<file path="config.mk">
export PLATFORM = sky130hd
export DESIGN_NAME = utf_transcoder_top
export DESIGN_NICKNAME = d
export VERILOG_FILES = /design/src/rtl/utft_pkg.sv /design/src/rtl/utft_front.sv /design/src/rtl/utft_queue.sv /design/src/rtl/utft_back.sv /design/src/rtl/utf_transcoder_top.sv
export SDC_FILE = /design/constraint.sdc
export NUM_CORES = 1
export LEC_CHECK = 0
export BUFFER_PORTS_ARGS = -buffer_cell sky130_fd_sc_hd__buf_2
export CORE_UTILIZATION = 60
export CTS_CLUSTER_DIAMETER = 80
export DETAILED_ROUTE_END_ITERATION = 7
export GPL_ROUTABILITY_DRIVEN = 0
export PLACE_DENSITY = 0.88
export SLEW_MARGIN = 20
export SYNTH_ARGS = -nofsm -noshare
export SYNTH_HDL_FRONTEND = slang
export SYNTH_SLANG_ARGS = --single-unit
</file>
<file path="constraint.sdc">
create_clock -name clk -period 9 [get_ports clk]
set_clock_uncertainty 0.1 [all_clocks]
set_input_delay 1.35 -clock clk [delete_from_list [all_inputs] [get_ports clk]]
set_output_delay 1.35 -clock clk [all_outputs]
set_load 0.03 [all_outputs]
</file>
<file path="src/rtl/utft_pkg.sv">
// Shared types, constants and helper functions for the UTF transcoder.
// Used by the front, queue, back and top-level modules; no dependencies.
package utft_pkg;

  localparam logic [1:0] FMT_UTF8  = 2'd0;
  localparam logic [1:0] FMT_UTF16 = 2'd1;
  localparam logic [1:0] FMT_UTF32 = 2'd2;

  localparam logic [1:0] CFG_SOURCE_FORMAT    = 2'd0;
  localparam logic [1:0] CFG_TARGET_FORMAT    = 2'd1;
  localparam logic [1:0] CFG_REPLACEMENT_CODE = 2'd2;

  localparam int QDEPTH = 4;

  // One work item from front to back: a decoded code point (32 bits may be
  // out of range for UTF-32 input) and the end markers.
  typedef struct packed {
    logic [31:0] cp;
    logic        bad;
    logic        run_last;
    logic        string_end;
  } cp_item_t;

  function automatic logic cp_valid(input logic [31:0] cp);
    logic ok;
    ok = 1'b1;
    if (cp > 32'h10FFFF) ok = 1'b0;
    if (cp >= 32'hD800 && cp <= 32'hDFFF) ok = 1'b0;
    if (cp >= 32'hFDD0 && cp <= 32'hFDEF) ok = 1'b0;
    if (cp == 32'hFFFE || cp == 32'hFFFF) ok = 1'b0;
    return ok;
  endfunction

  function automatic logic is_cont(input logic [15:0] u);
    return u[7:6] == 2'b10;
  endfunction

endpackage

</file>
<file path="src/rtl/utft_front.sv">
// Front end: holds pending source units and decides one code point a cycle while the queue is not full.
// Depends on utft_pkg; feeds utft_queue.
module utft_front (
  input  logic               clk,
  input  logic               rst_n,
  input  logic [1:0]         src_fmt,
  input  logic               flush,
  input  logic               in_valid,
  output logic               in_stall,
  input  logic [31:0]        in_code_unit,
  input  logic               in_last_unit,
  output logic               q_valid,
  input  logic               q_full,
  output utft_pkg::cp_item_t q_item
);

  // Working window: up to three pending units plus the current unit.
  logic [31:0] w_r [4];
  logic [31:0] w_nxt [4];
  logic [2:0]  n_r, n_nxt;
  logic        busy_r, busy_nxt;
  logic        fin_r, fin_nxt;
  logic [15:0] pend_r [3];
  logic [1:0]  pcnt_r, pcnt_nxt;

  logic        decided;
  logic        bad;
  logic [31:0] cp;
  logic [2:0]  len;
  logic [2:0]  need;
  logic [7:0]  b0;
  logic [15:0] u, l;
  logic        lead_bad;
  logic        cont_bad;
  logic        emit;
  logic        done;
  logic [31:0] unit_m;
  logic [31:0] rest [3];
  logic [2:0]  rest_n;
  logic [2:0]  rneed;
  logic        partial;

  always_comb begin
    unit_m = in_code_unit;
    unique case (src_fmt)
      utft_pkg::FMT_UTF8:  unit_m = {24'd0, in_code_unit[7:0]};
      utft_pkg::FMT_UTF16: unit_m = {16'd0, in_code_unit[15:0]};
      default:             unit_m = in_code_unit;
    endcase
  end

  always_comb begin
    decided  = 1'b1;
    bad      = 1'b0;
    cp       = 32'd0;
    len      = 3'd1;
    need     = 3'd1;
    b0       = w_r[0][7:0];
    u        = w_r[0][15:0];
    l        = w_r[1][15:0];
    lead_bad = 1'b0;
    cont_bad = 1'b0;
    unique case (src_fmt)
      utft_pkg::FMT_UTF8: begin
        if (b0[7] == 1'b0) need = 3'd1;
        else if (b0[7:5] == 3'b110) need = 3'd2;
        else if (b0[7:4] == 4'b1110) need = 3'd3;
        else if (b0[7:3] == 5'b11110) need = 3'd4;
        else lead_bad = 1'b1;
        if (n_r > 3'd1 && need > 3'd1 && !utft_pkg::is_cont(w_r[1][15:0])) cont_bad = 1'b1;
        if (n_r > 3'd2 && need > 3'd2 && !utft_pkg::is_cont(w_r[2][15:0])) cont_bad = 1'b1;
        if (n_r > 3'd3 && need > 3'd3 && !utft_pkg::is_cont(w_r[3][15:0])) cont_bad = 1'b1;
        if (lead_bad || cont_bad) begin
          bad = 1'b1;
        end else if (n_r < need) begin
          if (fin_r) bad = 1'b1;
          else decided = 1'b0;
        end else begin
          len = need;
          unique case (need)
            3'd1: cp = {24'd0, b0};
            3'd2: cp = {21'd0, b0[4:0], w_r[1][5:0]};
            3'd3: cp = {16'd0, b0[3:0], w_r[1][5:0], w_r[2][5:0]};
            default: cp = {11'd0, b0[2:0], w_r[1][5:0], w_r[2][5:0], w_r[3][5:0]};
          endcase
        end
      end
      utft_pkg::FMT_UTF16: begin
        if (u == 16'hFFFE || u == 16'hFFFF) begin
          bad = 1'b1;
        end else if (u < 16'hD800 || u > 16'hDBFF) begin
          cp = {16'd0, u};
        end else if (n_r < 3'd2) begin
          if (fin_r) bad = 1'b1;
          else decided = 1'b0;
        end else if (l < 16'hDC00 || l > 16'hDFFF) begin
          bad = 1'b1;
        end else begin
          cp  = {12'd0, u[9:0], l[9:0]} + 32'h10000;
          len = 3'd2;
        end
      end
      default: cp = w_r[0];
    endcase
  end

  // Window as it stands once the front code point has been taken off.
  always_comb begin
    for (int i = 0; i < 3; i++) rest[i] = w_r[i + 1];
    if (len == 3'd2) begin
      for (int i = 0; i < 2; i++) rest[i] = w_r[i + 2];
    end else if (len == 3'd3) begin
      rest[0] = w_r[3];
    end
  end

  // The remaining units only start a sequence that is not yet complete.
  always_comb begin
    rest_n  = n_r - len;
    partial = 1'b0;
    rneed   = 3'd1;
    unique case (src_fmt)
      utft_pkg::FMT_UTF8: begin
        if (rest[0][7:5] == 3'b110) rneed = 3'd2;
        else if (rest[0][7:4] == 4'b1110) rneed = 3'd3;
        else if (rest[0][7:3] == 5'b11110) rneed = 3'd4;
        if (rest_n != 3'd0 && rest_n < rneed) begin
          partial = 1'b1;
          if (rest_n > 3'd1 && !utft_pkg::is_cont(rest[1][15:0])) partial = 1'b0;
          if (rest_n > 3'd2 && !utft_pkg::is_cont(rest[2][15:0])) partial = 1'b0;
        end
      end
      utft_pkg::FMT_UTF16: begin
        if (rest_n == 3'd1 && rest[0][15:10] == 6'b110110) partial = 1'b1;
      end
      default: partial = 1'b0;
    endcase
  end

  assign emit = busy_r && (n_r != 3'd0) && decided && !q_full;
  // Work on the item finishes when no units are left or the front units cannot be decided yet.
  assign done = busy_r && ((n_r == 3'd0) || (!decided));
  assign in_stall = busy_r;

  always_comb begin
    q_valid = 1'b0;
    q_item  = '0;
    if (busy_r && n_r != 3'd0 && decided) begin
      q_valid           = 1'b1;
      q_item.cp         = cp;
      q_item.bad        = bad;
      q_item.run_last   = (len == n_r) || (!fin_r && partial);
      q_item.string_end = (len == n_r) && fin_r;
    end
  end

  always_comb begin
    w_nxt    = w_r;
    n_nxt    = n_r;
    busy_nxt = busy_r;
    fin_nxt  = fin_r;
    pcnt_nxt = pcnt_r;
    if (!busy_r && in_valid) begin
      for (int i = 0; i < 3; i++) w_nxt[i] = {16'd0, pend_r[i]};
      w_nxt[pcnt_r] = unit_m;
      n_nxt    = {1'b0, pcnt_r} + 3'd1;
      busy_nxt = 1'b1;
      fin_nxt  = in_last_unit;
    end else if (emit) begin
      for (int i = 0; i < 3; i++) w_nxt[i] = rest[i];
      n_nxt = n_r - len;
    end else if (done) begin
      busy_nxt = 1'b0;
      pcnt_nxt = n_r[1:0];
    end
    if (flush) pcnt_nxt = 2'd0;
  end

  always_ff @(posedge clk) begin
    if (!rst_n) begin
      busy_r <= 1'b0;
      pcnt_r <= 2'd0;
      n_r    <= 3'd0;
      fin_r  <= 1'b0;
    end else begin
      busy_r <= busy_nxt;
      pcnt_r <= pcnt_nxt;
      n_r    <= n_nxt;
      fin_r  <= fin_nxt;
    end
  end

  always_ff @(posedge clk) begin
    w_r <= w_nxt;
    if (done) begin
      for (int i = 0; i < 3; i++) pend_r[i] <= w_r[i][15:0];
    end
  end

endmodule

</file>
<file path="src/rtl/utft_queue.sv">
// Short queue of decided code points between the front and back ends.
// Depends on utft_pkg.
module utft_queue (
  input  logic               clk,
  input  logic               rst_n,
  input  logic               wr_en,
  input  utft_pkg::cp_item_t wr_item,
  output logic               full,
  output logic               rd_valid,
  input  logic               rd_en,
  output utft_pkg::cp_item_t rd_item
);

  localparam int AW = $clog2(utft_pkg::QDEPTH);

  utft_pkg::cp_item_t mem_r [utft_pkg::QDEPTH];
  logic [AW-1:0] wp_r, rp_r;
  logic [AW:0]   cnt_r;

  assign full     = cnt_r == (AW + 1)'(utft_pkg::QDEPTH);
  assign rd_valid = cnt_r != '0;
  assign rd_item  = mem_r[rp_r];

  always_ff @(posedge clk) begin
    if (!rst_n) begin
      wp_r  <= '0;
      rp_r  <= '0;
      cnt_r <= '0;
    end else begin
      if (wr_en) wp_r <= wp_r + 1'b1;
      if (rd_en) rp_r <= rp_r + 1'b1;
      cnt_r <= cnt_r + (AW + 1)'(wr_en) - (AW + 1)'(rd_en);
    end
  end

  always_ff @(posedge clk) begin
    if (wr_en) mem_r[wp_r] <= wr_item;
  end

endmodule

</file>
<file path="src/rtl/utft_back.sv">
// Back end: replaces invalid code points and emits target code units.
// Depends on utft_pkg; reads from utft_queue.
module utft_back (
  input  logic               clk,
  input  logic               rst_n,
  input  logic [1:0]         tgt_fmt,
  input  logic [20:0]        repl,
  input  logic               q_valid,
  output logic               q_rd,
  input  utft_pkg::cp_item_t q_item,
  output logic               out_valid,
  input  logic               out_stall,
  output logic [31:0]        out_out_unit,
  output logic               out_run_last,
  output logic               out_string_end
);

  logic [31:0] cp;
  logic [2:0]  nunits;
  logic [31:0] units [4];
  logic [31:0] v;
  logic [1:0]  idx_r, idx_nxt;
  logic        last_unit;
  logic        vld_r;
  logic [31:0] ou_r;
  logic        rl_r, se_r;
  logic        slot_free;

  always_comb begin
    cp = (q_item.bad || !utft_pkg::cp_valid(q_item.cp)) ? {11'd0, repl} : q_item.cp;
    v  = cp - 32'h10000;
    units[0] = cp;
    units[1] = 32'd0;
    units[2] = 32'd0;
    units[3] = 32'd0;
    nunits   = 3'd1;
    unique case (tgt_fmt)
      utft_pkg::FMT_UTF8: begin
        if (cp <= 32'h7F) begin
          units[0] = cp;
        end else if (cp <= 32'h7FF) begin
          units[0] = {24'd0, 3'b110, cp[10:6]};
          units[1] = {24'd0, 2'b10, cp[5:0]};
          nunits   = 3'd2;
        end else if (cp <= 32'hFFFF) begin
          units[0] = {24'd0, 4'b1110, cp[15:12]};
          units[1] = {24'd0, 2'b10, cp[11:6]};
          units[2] = {24'd0, 2'b10, cp[5:0]};
          nunits   = 3'd3;
        end else begin
          units[0] = {24'd0, 5'b11110, cp[20:18]};
          units[1] = {24'd0, 2'b10, cp[17:12]};
          units[2] = {24'd0, 2'b10, cp[11:6]};
          units[3] = {24'd0, 2'b10, cp[5:0]};
          nunits   = 3'd4;
        end
      end
      utft_pkg::FMT_UTF16: begin
        if (cp >= 32'h10000) begin
          units[0] = {16'd0, 6'b110110, v[19:10]};
          units[1] = {16'd0, 6'b110111, v[9:0]};
          nunits   = 3'd2;
        end
      end
      default: units[0] = cp;
    endcase
  end

  assign slot_free = !vld_r || !out_stall;
  assign last_unit = ({1'b0, idx_r} + 3'd1) == nunits;
  assign q_rd      = q_valid && slot_free && last_unit;

  always_comb begin
    idx_nxt = idx_r;
    if (q_valid && slot_free) idx_nxt = last_unit ? 2'd0 : idx_r + 2'd1;
  end

  always_ff @(posedge clk) begin
    if (!rst_n) begin
      vld_r <= 1'b0;
      idx_r <= 2'd0;
    end else begin
      idx_r <= idx_nxt;
      if (slot_free) vld_r <= q_valid;
    end
  end

  always_ff @(posedge clk) begin
    if (q_valid && slot_free) begin
      ou_r <= units[idx_r];
      rl_r <= last_unit && q_item.run_last;
      se_r <= last_unit && q_item.string_end;
    end
  end

  assign out_valid      = vld_r;
  assign out_out_unit   = ou_r;
  assign out_run_last   = rl_r;
  assign out_string_end = se_r;

endmodule

</file>
<file path="src/rtl/utf_transcoder_top.sv">
// Top level of the UTF-8/16/32 transcoder: configuration registers and the
// front end, queue and back end. Depends on utft_pkg and all utft_ modules.
//
//   channel | ports                                         | direction
//   input   | in_valid, in_stall, in_code_unit, in_last_unit | in
//   result  | out_valid, out_stall, out_out_unit, out_run_last, out_string_end | out
//   config  | cfg_we, cfg_index, cfg_data                    | in
//
// The front end takes one input transaction, then decides one code point a
// cycle from its four-unit window while the queue has room, then closes the item.
// The back end emits one target unit a cycle unless out_stall holds it, up to four per code point.
// Reset is synchronous and active low; the pending buffer starts empty.
// Either side stalls on its own through the four-entry code point queue.
module utf_transcoder_top (
  input  logic        clk,
  input  logic        rst_n,
  input  logic        cfg_we,
  input  logic [1:0]  cfg_index,
  input  logic [20:0] cfg_data,
  input  logic        in_valid,
  output logic        in_stall,
  input  logic [31:0] in_code_unit,
  input  logic        in_last_unit,
  output logic        out_valid,
  input  logic        out_stall,
  output logic [31:0] out_out_unit,
  output logic        out_run_last,
  output logic        out_string_end
);

  logic [1:0]  src_r, tgt_r;
  logic [20:0] repl_r;
  logic        flush;

  logic               fq_valid, q_full, q_valid, q_rd;
  utft_pkg::cp_item_t fq_item, q_item;

  assign flush = cfg_we && cfg_index == utft_pkg::CFG_SOURCE_FORMAT;

  always_ff @(posedge clk) begin
    if (!rst_n) begin
      src_r  <= utft_pkg::FMT_UTF8;
      tgt_r  <= utft_pkg::FMT_UTF16;
      repl_r <= 21'h00FFFD;
    end else if (cfg_we) begin
      unique case (cfg_index)
        utft_pkg::CFG_SOURCE_FORMAT:    src_r  <= cfg_data[1:0];
        utft_pkg::CFG_TARGET_FORMAT:    tgt_r  <= cfg_data[1:0];
        utft_pkg::CFG_REPLACEMENT_CODE: repl_r <= cfg_data;
        default: ;
      endcase
    end
  end

  utft_front u_front (
    .clk, .rst_n, .src_fmt(src_r), .flush,
    .in_valid, .in_stall, .in_code_unit, .in_last_unit,
    .q_valid(fq_valid), .q_full, .q_item(fq_item)
  );

  utft_queue u_queue (
    .clk, .rst_n, .wr_en(fq_valid && !q_full), .wr_item(fq_item), .full(q_full),
    .rd_valid(q_valid), .rd_en(q_rd), .rd_item(q_item)
  );

  utft_back u_back (
    .clk, .rst_n, .tgt_fmt(tgt_r), .repl(repl_r),
    .q_valid, .q_rd, .q_item,
    .out_valid, .out_stall, .out_out_unit, .out_run_last, .out_string_end
  );

endmodule
</file>
==> results of run 1 <==
[path summary, 6_finish.rpt]
| check | startpoint | to | slack [ns] |
|---|---|---|---|
| max | register | u_queue.cnt_r[2]$_SDFF_PN0_ | 0.87 |
| min | u_front.l[14]$_DFFE_PN_ | u_front.pend_r[0][30]$_DFFE_PP_ | 0.38 |
| max reg2reg | register | u_queue.cnt_r[2]$_SDFF_PN0_ | 0.87 |
| min reg2reg | u_front.l[14]$_DFFE_PN_ | u_front.pend_r[0][30]$_DFFE_PP_ | 0.38 |
[logic make-up (layout without fill, tap and decap cells)]
logic type | count (synthesis) | after routing | synth area share (%)
buffers and inverters | 140 | 230 | 2.914
adder cells (fa/ha/maj) | 24 | 24 | 1.658
AND/OR/NAND/NOR | 567 | 567 | 14.39
other | 1 | 11 | 0.01972
multiplexers | 116 | 116 | 7.631
AO/OA/AOI/OAI | 365 | 365 | 12.97
flip-flops | 394 | 394 | 59.89
XOR/XNOR | 10 | 10 | 0.5328
[layer usage]
layer	share of wire, %	GRT usage [%]
met1	39	36.95
met2	47	46.33
met3	10	5.356
met4	4.1	11.90
met5	0	0
[worst max-delay path, stage by stage (launching register included)]
cell      delay, ns
dfxtp_2        0.95
mux4_2         0.66
or4_4          0.57
or4_1          0.55
and3_1         0.23
nand2_2        0.57
mux2i_1        0.53
ha_1           0.28
nor4b_1        0.24
o21ai_0        0.13
o311ai_1       0.30
nor3_1         0.11
a211o_1        0.55
and2_4         0.26
a211oi_2       0.22
o211ai_2       0.20
nor2_4         0.18
ha_1           0.24
inv_1          0.06
ha_1           0.13
inv_1          0.05
fa_1           0.38
xnor2_1        0.21
xnor2_1        0.11
and2_1         0.17
[power groups by stage]
stage	clock (mW)	combinational (mW)	sequential [mW]
global route	1.72	0.953	2.34
floorplan	0	0.513	2.46
global placement	0	0.835	2.35
finish	1.64	0.888	2.33
detailed placement	0	0.867	2.36
CTS	1.66	0.877	2.32
[cells in the final DEF, fill, tap and decap left out, drive strengths merged, types with 15 or more instances in the layout]
| cell type | n |
|---|---|
| edfxtp | 350 |
| nand2 | 242 |
| buf | 121 |
| o21ai | 101 |
| mux2i | 91 |
| nor2 | 79 |
| and2 | 65 |
| clkbuf | 58 |
| nand3 | 55 |
| dfxtp | 44 |
| a21oi | 41 |
| inv | 35 |
| o22ai | 30 |
| a211oi | 27 |
| nor2b | 26 |
| a22oi | 24 |
| mux4 | 23 |
| ha | 22 |
| a31oi | 21 |
| a21boi | 18 |
| a22o | 17 |
| nand2b | 17 |
| a221oi | 16 |
| nor4 | 15 |
[registers in the layout (all words and copies together) (netlist names), 3 cells and up, named ones only]
signal,count
u_front.pend_r,48
u_front.l,16
u_back.out_out_unit,32
u_front.u,8
u_front.w_r,64
u_front.n_r,3
u_queue.cnt_r,3
u_front.b0,8
u_front.rest,32
u_queue.mem_r,140
repl_r,21
[per-stage QoR]
step / setup WS (ns) / power, mW / std cells / area, um^2 / hold slack, ns
2_1_floorplan: 2.456 / 2.973 / 1627 / 19060 / 0.3244
3_3_place_gp: 1.280 / 3.186 / 2040 / 19830 / 0.3581
3_5_place_dp: 0.9927 / 3.224 / 2040 / 19830 / 0.3598
4_1_cts: 0.8890 / 4.860 / 2113 / 21130 / 0.3766
5_1_grt: 0.3908 / 5.018 / 2113 / 21130 / 0.3886
6_report: 0.8667 / 4.856 / 2113 / 21130 / 0.3823
[area by class of cell]
cell class	instances	area, um^2
fillers	2114	9781
repair buffers	121	668.1
flip-flops and latches	394	11390
clock inverters	15	155.1
multi-input cells	1093	7139
inverters	36	136.4
well taps	396	495.5
clock buffers	58	1142
==> out/qor.txt, run 1 <==
Peak Freq = 123.0 MHz
die width = 180.1 um
Synth Instances = 1617
Yosys reg bits = 394
Static Leak = 7.493 nW
largest net degree at the start of global routing = 93
CTS buffer count = 41
drt drc = 14
Yosys top cell area share = 55.26%
failing checks = DRC
DIE HEIGHT = 180.1 um
proportion of layout cells with a drive suffix above 1 = 12.93%
H-tree Lvls = 2
hold violation total from the final report = 0
Req. time, crit path = 9.32 ns
Initial DRT Pass Iterations = 8
diode count = 0
initial antenna violation count = 0
Post-synth EDFFs = 350
initial DRC count = 2001
asr flop ratio synth = 0%
Pint = 3.476 mW
Slew headroom = 26.22%
Synth cell types = 81
Clock Latency Late Sink = 0.55 ns
Sw Pwr = 1.379 mW
Total GRT Usage = 28.18%
Comb power frac = 18.3%
CP max FO = 31
RSZ-0062 raised after global routing = false
largest area contributor in the netlist = edfxtp_1
post-CTS setup buffers = 0
period utilisation layout = 90.37%
crit path kind = reg2reg
initial core utilization = 61.54%
Final HPWL DP = 29.44 mm
Hold Buf Count CTS = 0
die footprint = 32420 um^2
Warnings, synthesis = 0
Vias per Instance = 6.661
crit path capture type = register
CP Data Arrival Time = 8.46 ns
top-count cell post-synth = edfxtp_1
area of the core = 30910 um^2
sequential power share = 47.9%
total gr overflow = 0
Least-Margin Pin Slew = 1.103 ns
top cells by area, synth = edfxtp_1, mux2i_1, nand2_1
routed length per instance = 21.88 um
syn_area_per_cell = 11.76 um^2
Top FF cell, synth = edfxtp_1
min cycle time layout = 8.133 ns
Peak VDD IR = 0.0001748 V
worst min path class = reg2reg
root buf cell = clkbuf_16
number of cell rows = 64
nets = 1772
max-slew violations = 0
synthesized cell area = 19020 um^2
switch share = 28.41%
clock slew at reported path FFs = 0.06 ns
first-pass GRT wire length = 72.66 mm
clock tree sinks = 394
Commonest cells post-synth = edfxtp_1, nand2_1, o21ai_0
vias in the first global route = 13600
post_cts resized = 0
Port-buffer cells = 96
final setup vio count = 0
final setup TNS = 0 ns
pwr dens = 229.8 nW/um^2
worst reg2reg path depth = 24
max-cap viol count = 0
Max Buffers Root-to-Sink = 3
CP Launch Type = register
Detailed Route WL = 46.22 mm
DRT antenna net count = 0
status = complete, but fails checks
Area Overhead vs Synth = 11.08%
Vias = 14070
Final Core Density = 68.36%
CTS tree = built
Seq/Total Area, Yosys = 59.89%
I/O Pins = 97
hold path depth = 0
Clk pwr share = 33.8%
Power figures use the tool's default switching activity.
==> inputs of run 2 (changes only) <==
CTS_BUF_LIST = sky130_fd_sc_hd__clkbuf_8   (was unset)
GPL_TIMING_DRIVEN = 1   (was unset)
==> run 2 against run 1 <==
Net effect: the flow now finishes without violations; sequential share of layout area rose by 0.34 points; hold slack got worse by 0.0015 ns; setup slack improved by 0.074 ns; design area fell by 0.63%; maximum frequency rose by 0.92%; flip-flop and latch count did not move; global-route usage barely moved; wire length fell by 0.71%; register-to-register slack improved by 0.07 ns; utilization fell by 0.43 points; via count fell by 0.26%; sequential power barely moved; highest routed layer unchanged.
==> out/qor.txt, run 2 (synthesis results as in run 1) <==
filler cell count = 2134 (+0.95%)
highest-count cells in the layout ignoring fill and taps = edfxtp_1, nand2_1, o21ai_0
RSZ-0062 raised after global routing = false
CTS buffer count = 61 (+49%)
Detailed Route WL = 45.90 mm (-0.71%)
Pint = 3.233 mW (-7.0%)
first-pass GRT wire length = 72.91 mm (+0.33%)
die width = 180.1 um (unchanged)
Req. time, crit path = 9.40 ns (+0.08 ns)
crit-path cells = mux4_2 -> or4_4 -> or4_1 -> and3_1 -> nand2_2 -> mux2i_1 -> ha_1 -> nor4b_1 -> o21ai_0 -> o311ai_1 -> nor3_1 -> a211o_1 -> and2_4 -> a211oi_2 -> o211ai_2 -> nor2_4 -> ha_1 -> inv_1 -> ha_1 -> inv_1 -> fa_1 -> xnor2_1 -> xnor2_1 -> and2_1
I/O Pins = 97 (unchanged)
slowest stage cell, crit path = dfxtp_2
DRT antenna net count = 0 (unchanged)
initial core utilization = 61.54% (unchanged)
Vias = 14040 (-0.26%)
met1 usage = 37.31% (+0.36 points)
H-tree Lvls = 2 (unchanged)
Static Leak = 7.531 nW (+0.51%)
die footprint = 32420 um^2 (unchanged)
Final HPWL DP = 29.44 mm (unchanged)
Max Buffers Root-to-Sink = 3 (unchanged)
max-cap viol count = 0 (unchanged)
post-CTS setup buffers = 0 (unchanged)
CP Launch Type = register
Final Core Density = 67.93% (-0.43 points)
Initial DRT Pass Iterations = 7 (-1)
GR Util met3 = 5.538% (+0.18 points)
post_cts resized = 0 (unchanged)
hold path depth = 0 (unchanged)
Least-Margin Pin Slew = 1.093 ns (-0.01010 ns)
drt drc = 0 (-14)
nets = 1792 (+1.1%)
Max stage delay on crit path = 0.94 ns (about the same)
final setup TNS = 0 ns (unchanged)
area of the core = 30910 um^2 (unchanged)
switch share = 30.21% (+1.8 points)
Top Registers = u_queue.mem_r (140), u_front.w_r (64), u_front.pend_r (48)
Comb power frac = 19.0% (+0.7 points)
Clk pwr share = 30.8% (-3.0 points)
min cycle time layout = 8.059 ns (-0.07440 ns)
vias in the first global route = 13720 (+0.85%)
most used routing layer = met2
worst reg2reg path depth = 24 (unchanged)
DIE HEIGHT = 180.1 um (unchanged)
Peak Freq = 124.1 MHz (+0.92%)
most common cell after layout, fill and taps aside = edfxtp_1
Hold Buf Count CTS = 0 (unchanged)
crit path kind = reg2reg
largest net degree at the start of global routing = 93 (unchanged)
clock tree sinks = 394 (unchanged)
Peak VDD IR = 0.0001429 V (-18%)
number of cell rows = 64 (unchanged)
Sw Pwr = 1.399 mW (+1.4%)
sequential power share = 50.2% (+2.3 points)
FF-to-FF End = u_queue.cnt_r[2]$_SDFF_PN0_
initial DRC count = 2128 (+6.3%)
Critical Path Most Common Cell = ha_1
proportion of layout cells with a drive suffix above 1 = 14.27% (+1.3 points)
max-slew violations = 0 (unchanged)
routed length per instance = 21.30 um (-2.6%)
pwr dens = 220.6 nW/um^2 (-4.0%)
status = finished clean
family with the most delay on the worst path = simple AND/OR/NAND/NOR gates
worst min path class = reg2reg
clock slew at reported path FFs = 0.07 ns (about the same)
Worst Hold End = u_front.pend_r[0][26]$_DFFE_PP_
CP max FO = 31 (unchanged)
Slew headroom = 26.89% (+0.68 points)
CTS tree = built
Total GRT Usage = 28.16% (about the same)
reg2reg setup slack = 0.94 ns (+0.07 ns)
Clock Latency Late Sink = 0.64 ns (+0.09 ns)
final setup vio count = 0 (unchanged)
crit path capture type = register
hold violation total from the final report = 0 (unchanged)
GR Layer Usage met2 = 45.25% (-1.1 points)
CP Data Arrival Time = 8.46 ns (about the same)
largest reg by FF count = u_queue.mem_r
WP buf/inv = 2 (unchanged)
hold path start = u_front.l[10]$_DFFE_PN_
root buf cell = clkbuf_8
Vias per Instance = 6.514 (-2.2%)
diode count = 0 (unchanged)
total gr overflow = 0 (unchanged)
Area Overhead vs Synth = 10.39%
period utilisation layout = 89.54% (-0.83 points)
initial antenna violation count = 0 (unchanged)
max reg flops = 140 (unchanged)
Port-buffer cells = 96 (unchanged)
==> run 2: cell count changes in the layout (fill, tap and decap cells not counted) <==
cell | previous run | this run
clkbuf_8 | 1 | 61
clkbuf_16 | 43 | 0
inv_1 | 32 | 48
clkbuf_1 | 14 | 0
clkinv_1 | 5 | 16
clkinv_2 | 6 | 17
inv_8 | 0 | 2
inv_6 | 1 | 0
==> run 2: area by class of cell <==
cell class                 count  area, um^2  share of cell area (%)
sequential                   394       11390                   54.26
multi-input combinational   1093        7139                   34.00
clock buffer                  61       839.6                   3.999
timing repair buffer         121       668.1                   3.182
tap                          396       495.5                   2.360
clock inverter                54       325.3                   1.549
inverter                      36       136.4                  0.6495
==> run 2: through the flow <==
step           worst slack, ns  instance area [um^2]  power, mW  hold slack, ns  cells
5_1_grt                 0.4308                 21000      4.812          0.4018   2155
2_1_floorplan            2.456                 19060      2.973          0.3244   1627
3_3_place_gp             1.280                 19830      3.186          0.3581   2040
4_1_cts                 0.9549                 21000      4.637          0.3824   2155
3_5_place_dp            0.9927                 19830      3.224          0.3598   2040
6_report                0.9411                 21000      4.632          0.3809   2155
==> run 2: routing by layer <==
metal  vias to the layer above  routed length (um)
met1                      6602               17860
met5                         -                   0
li1                       6292                   -
met4                         0                2029
met3                       206                4796
met2                       937               21210
==> run 2: worst max path at each step <==
stage / startpoint / end / slack, ns / cells after the start
3_5_place_dp: register / u_queue.cnt_r[2]$_SDFF_PN0_ / 0.99 / 24
3_3_place_gp: register / u_queue.cnt_r[2]$_SDFF_PN0_ / 1.28 / 24
2_1_floorplan: register / u_queue.cnt_r[2]$_SDFF_PN0_ / 2.46 / 28
5_1_grt: register / u_queue.cnt_r[2]$_SDFF_PN0_ / 0.43 / 24
6_report: register / u_queue.cnt_r[2]$_SDFF_PN0_ / 0.94 / 24
4_1_cts: register / u_queue.cnt_r[2]$_SDFF_PN0_ / 0.95 / 24
==> run 2: power by group through the flow <==
stage,sequential [mW],clock [mW],combinational [mW]
floorplan,2.46,0,0.513
global placement,2.35,0,0.835
detailed placement,2.36,0,0.867
CTS,2.32,1.44,0.871
global route,2.34,1.52,0.948
finish,2.33,1.43,0.881
==> run 2: worst reg2reg max path, delay by kind of cell, from the launching register on <==
kind,cells,cell delay [ns]
xor+xnor,2,0.28
flops,1,0.94
mux,2,1.20
buf+inv,2,0.11
simple gates,9,2.87
fa+ha+maj,4,1.03
compound gates,5,1.43
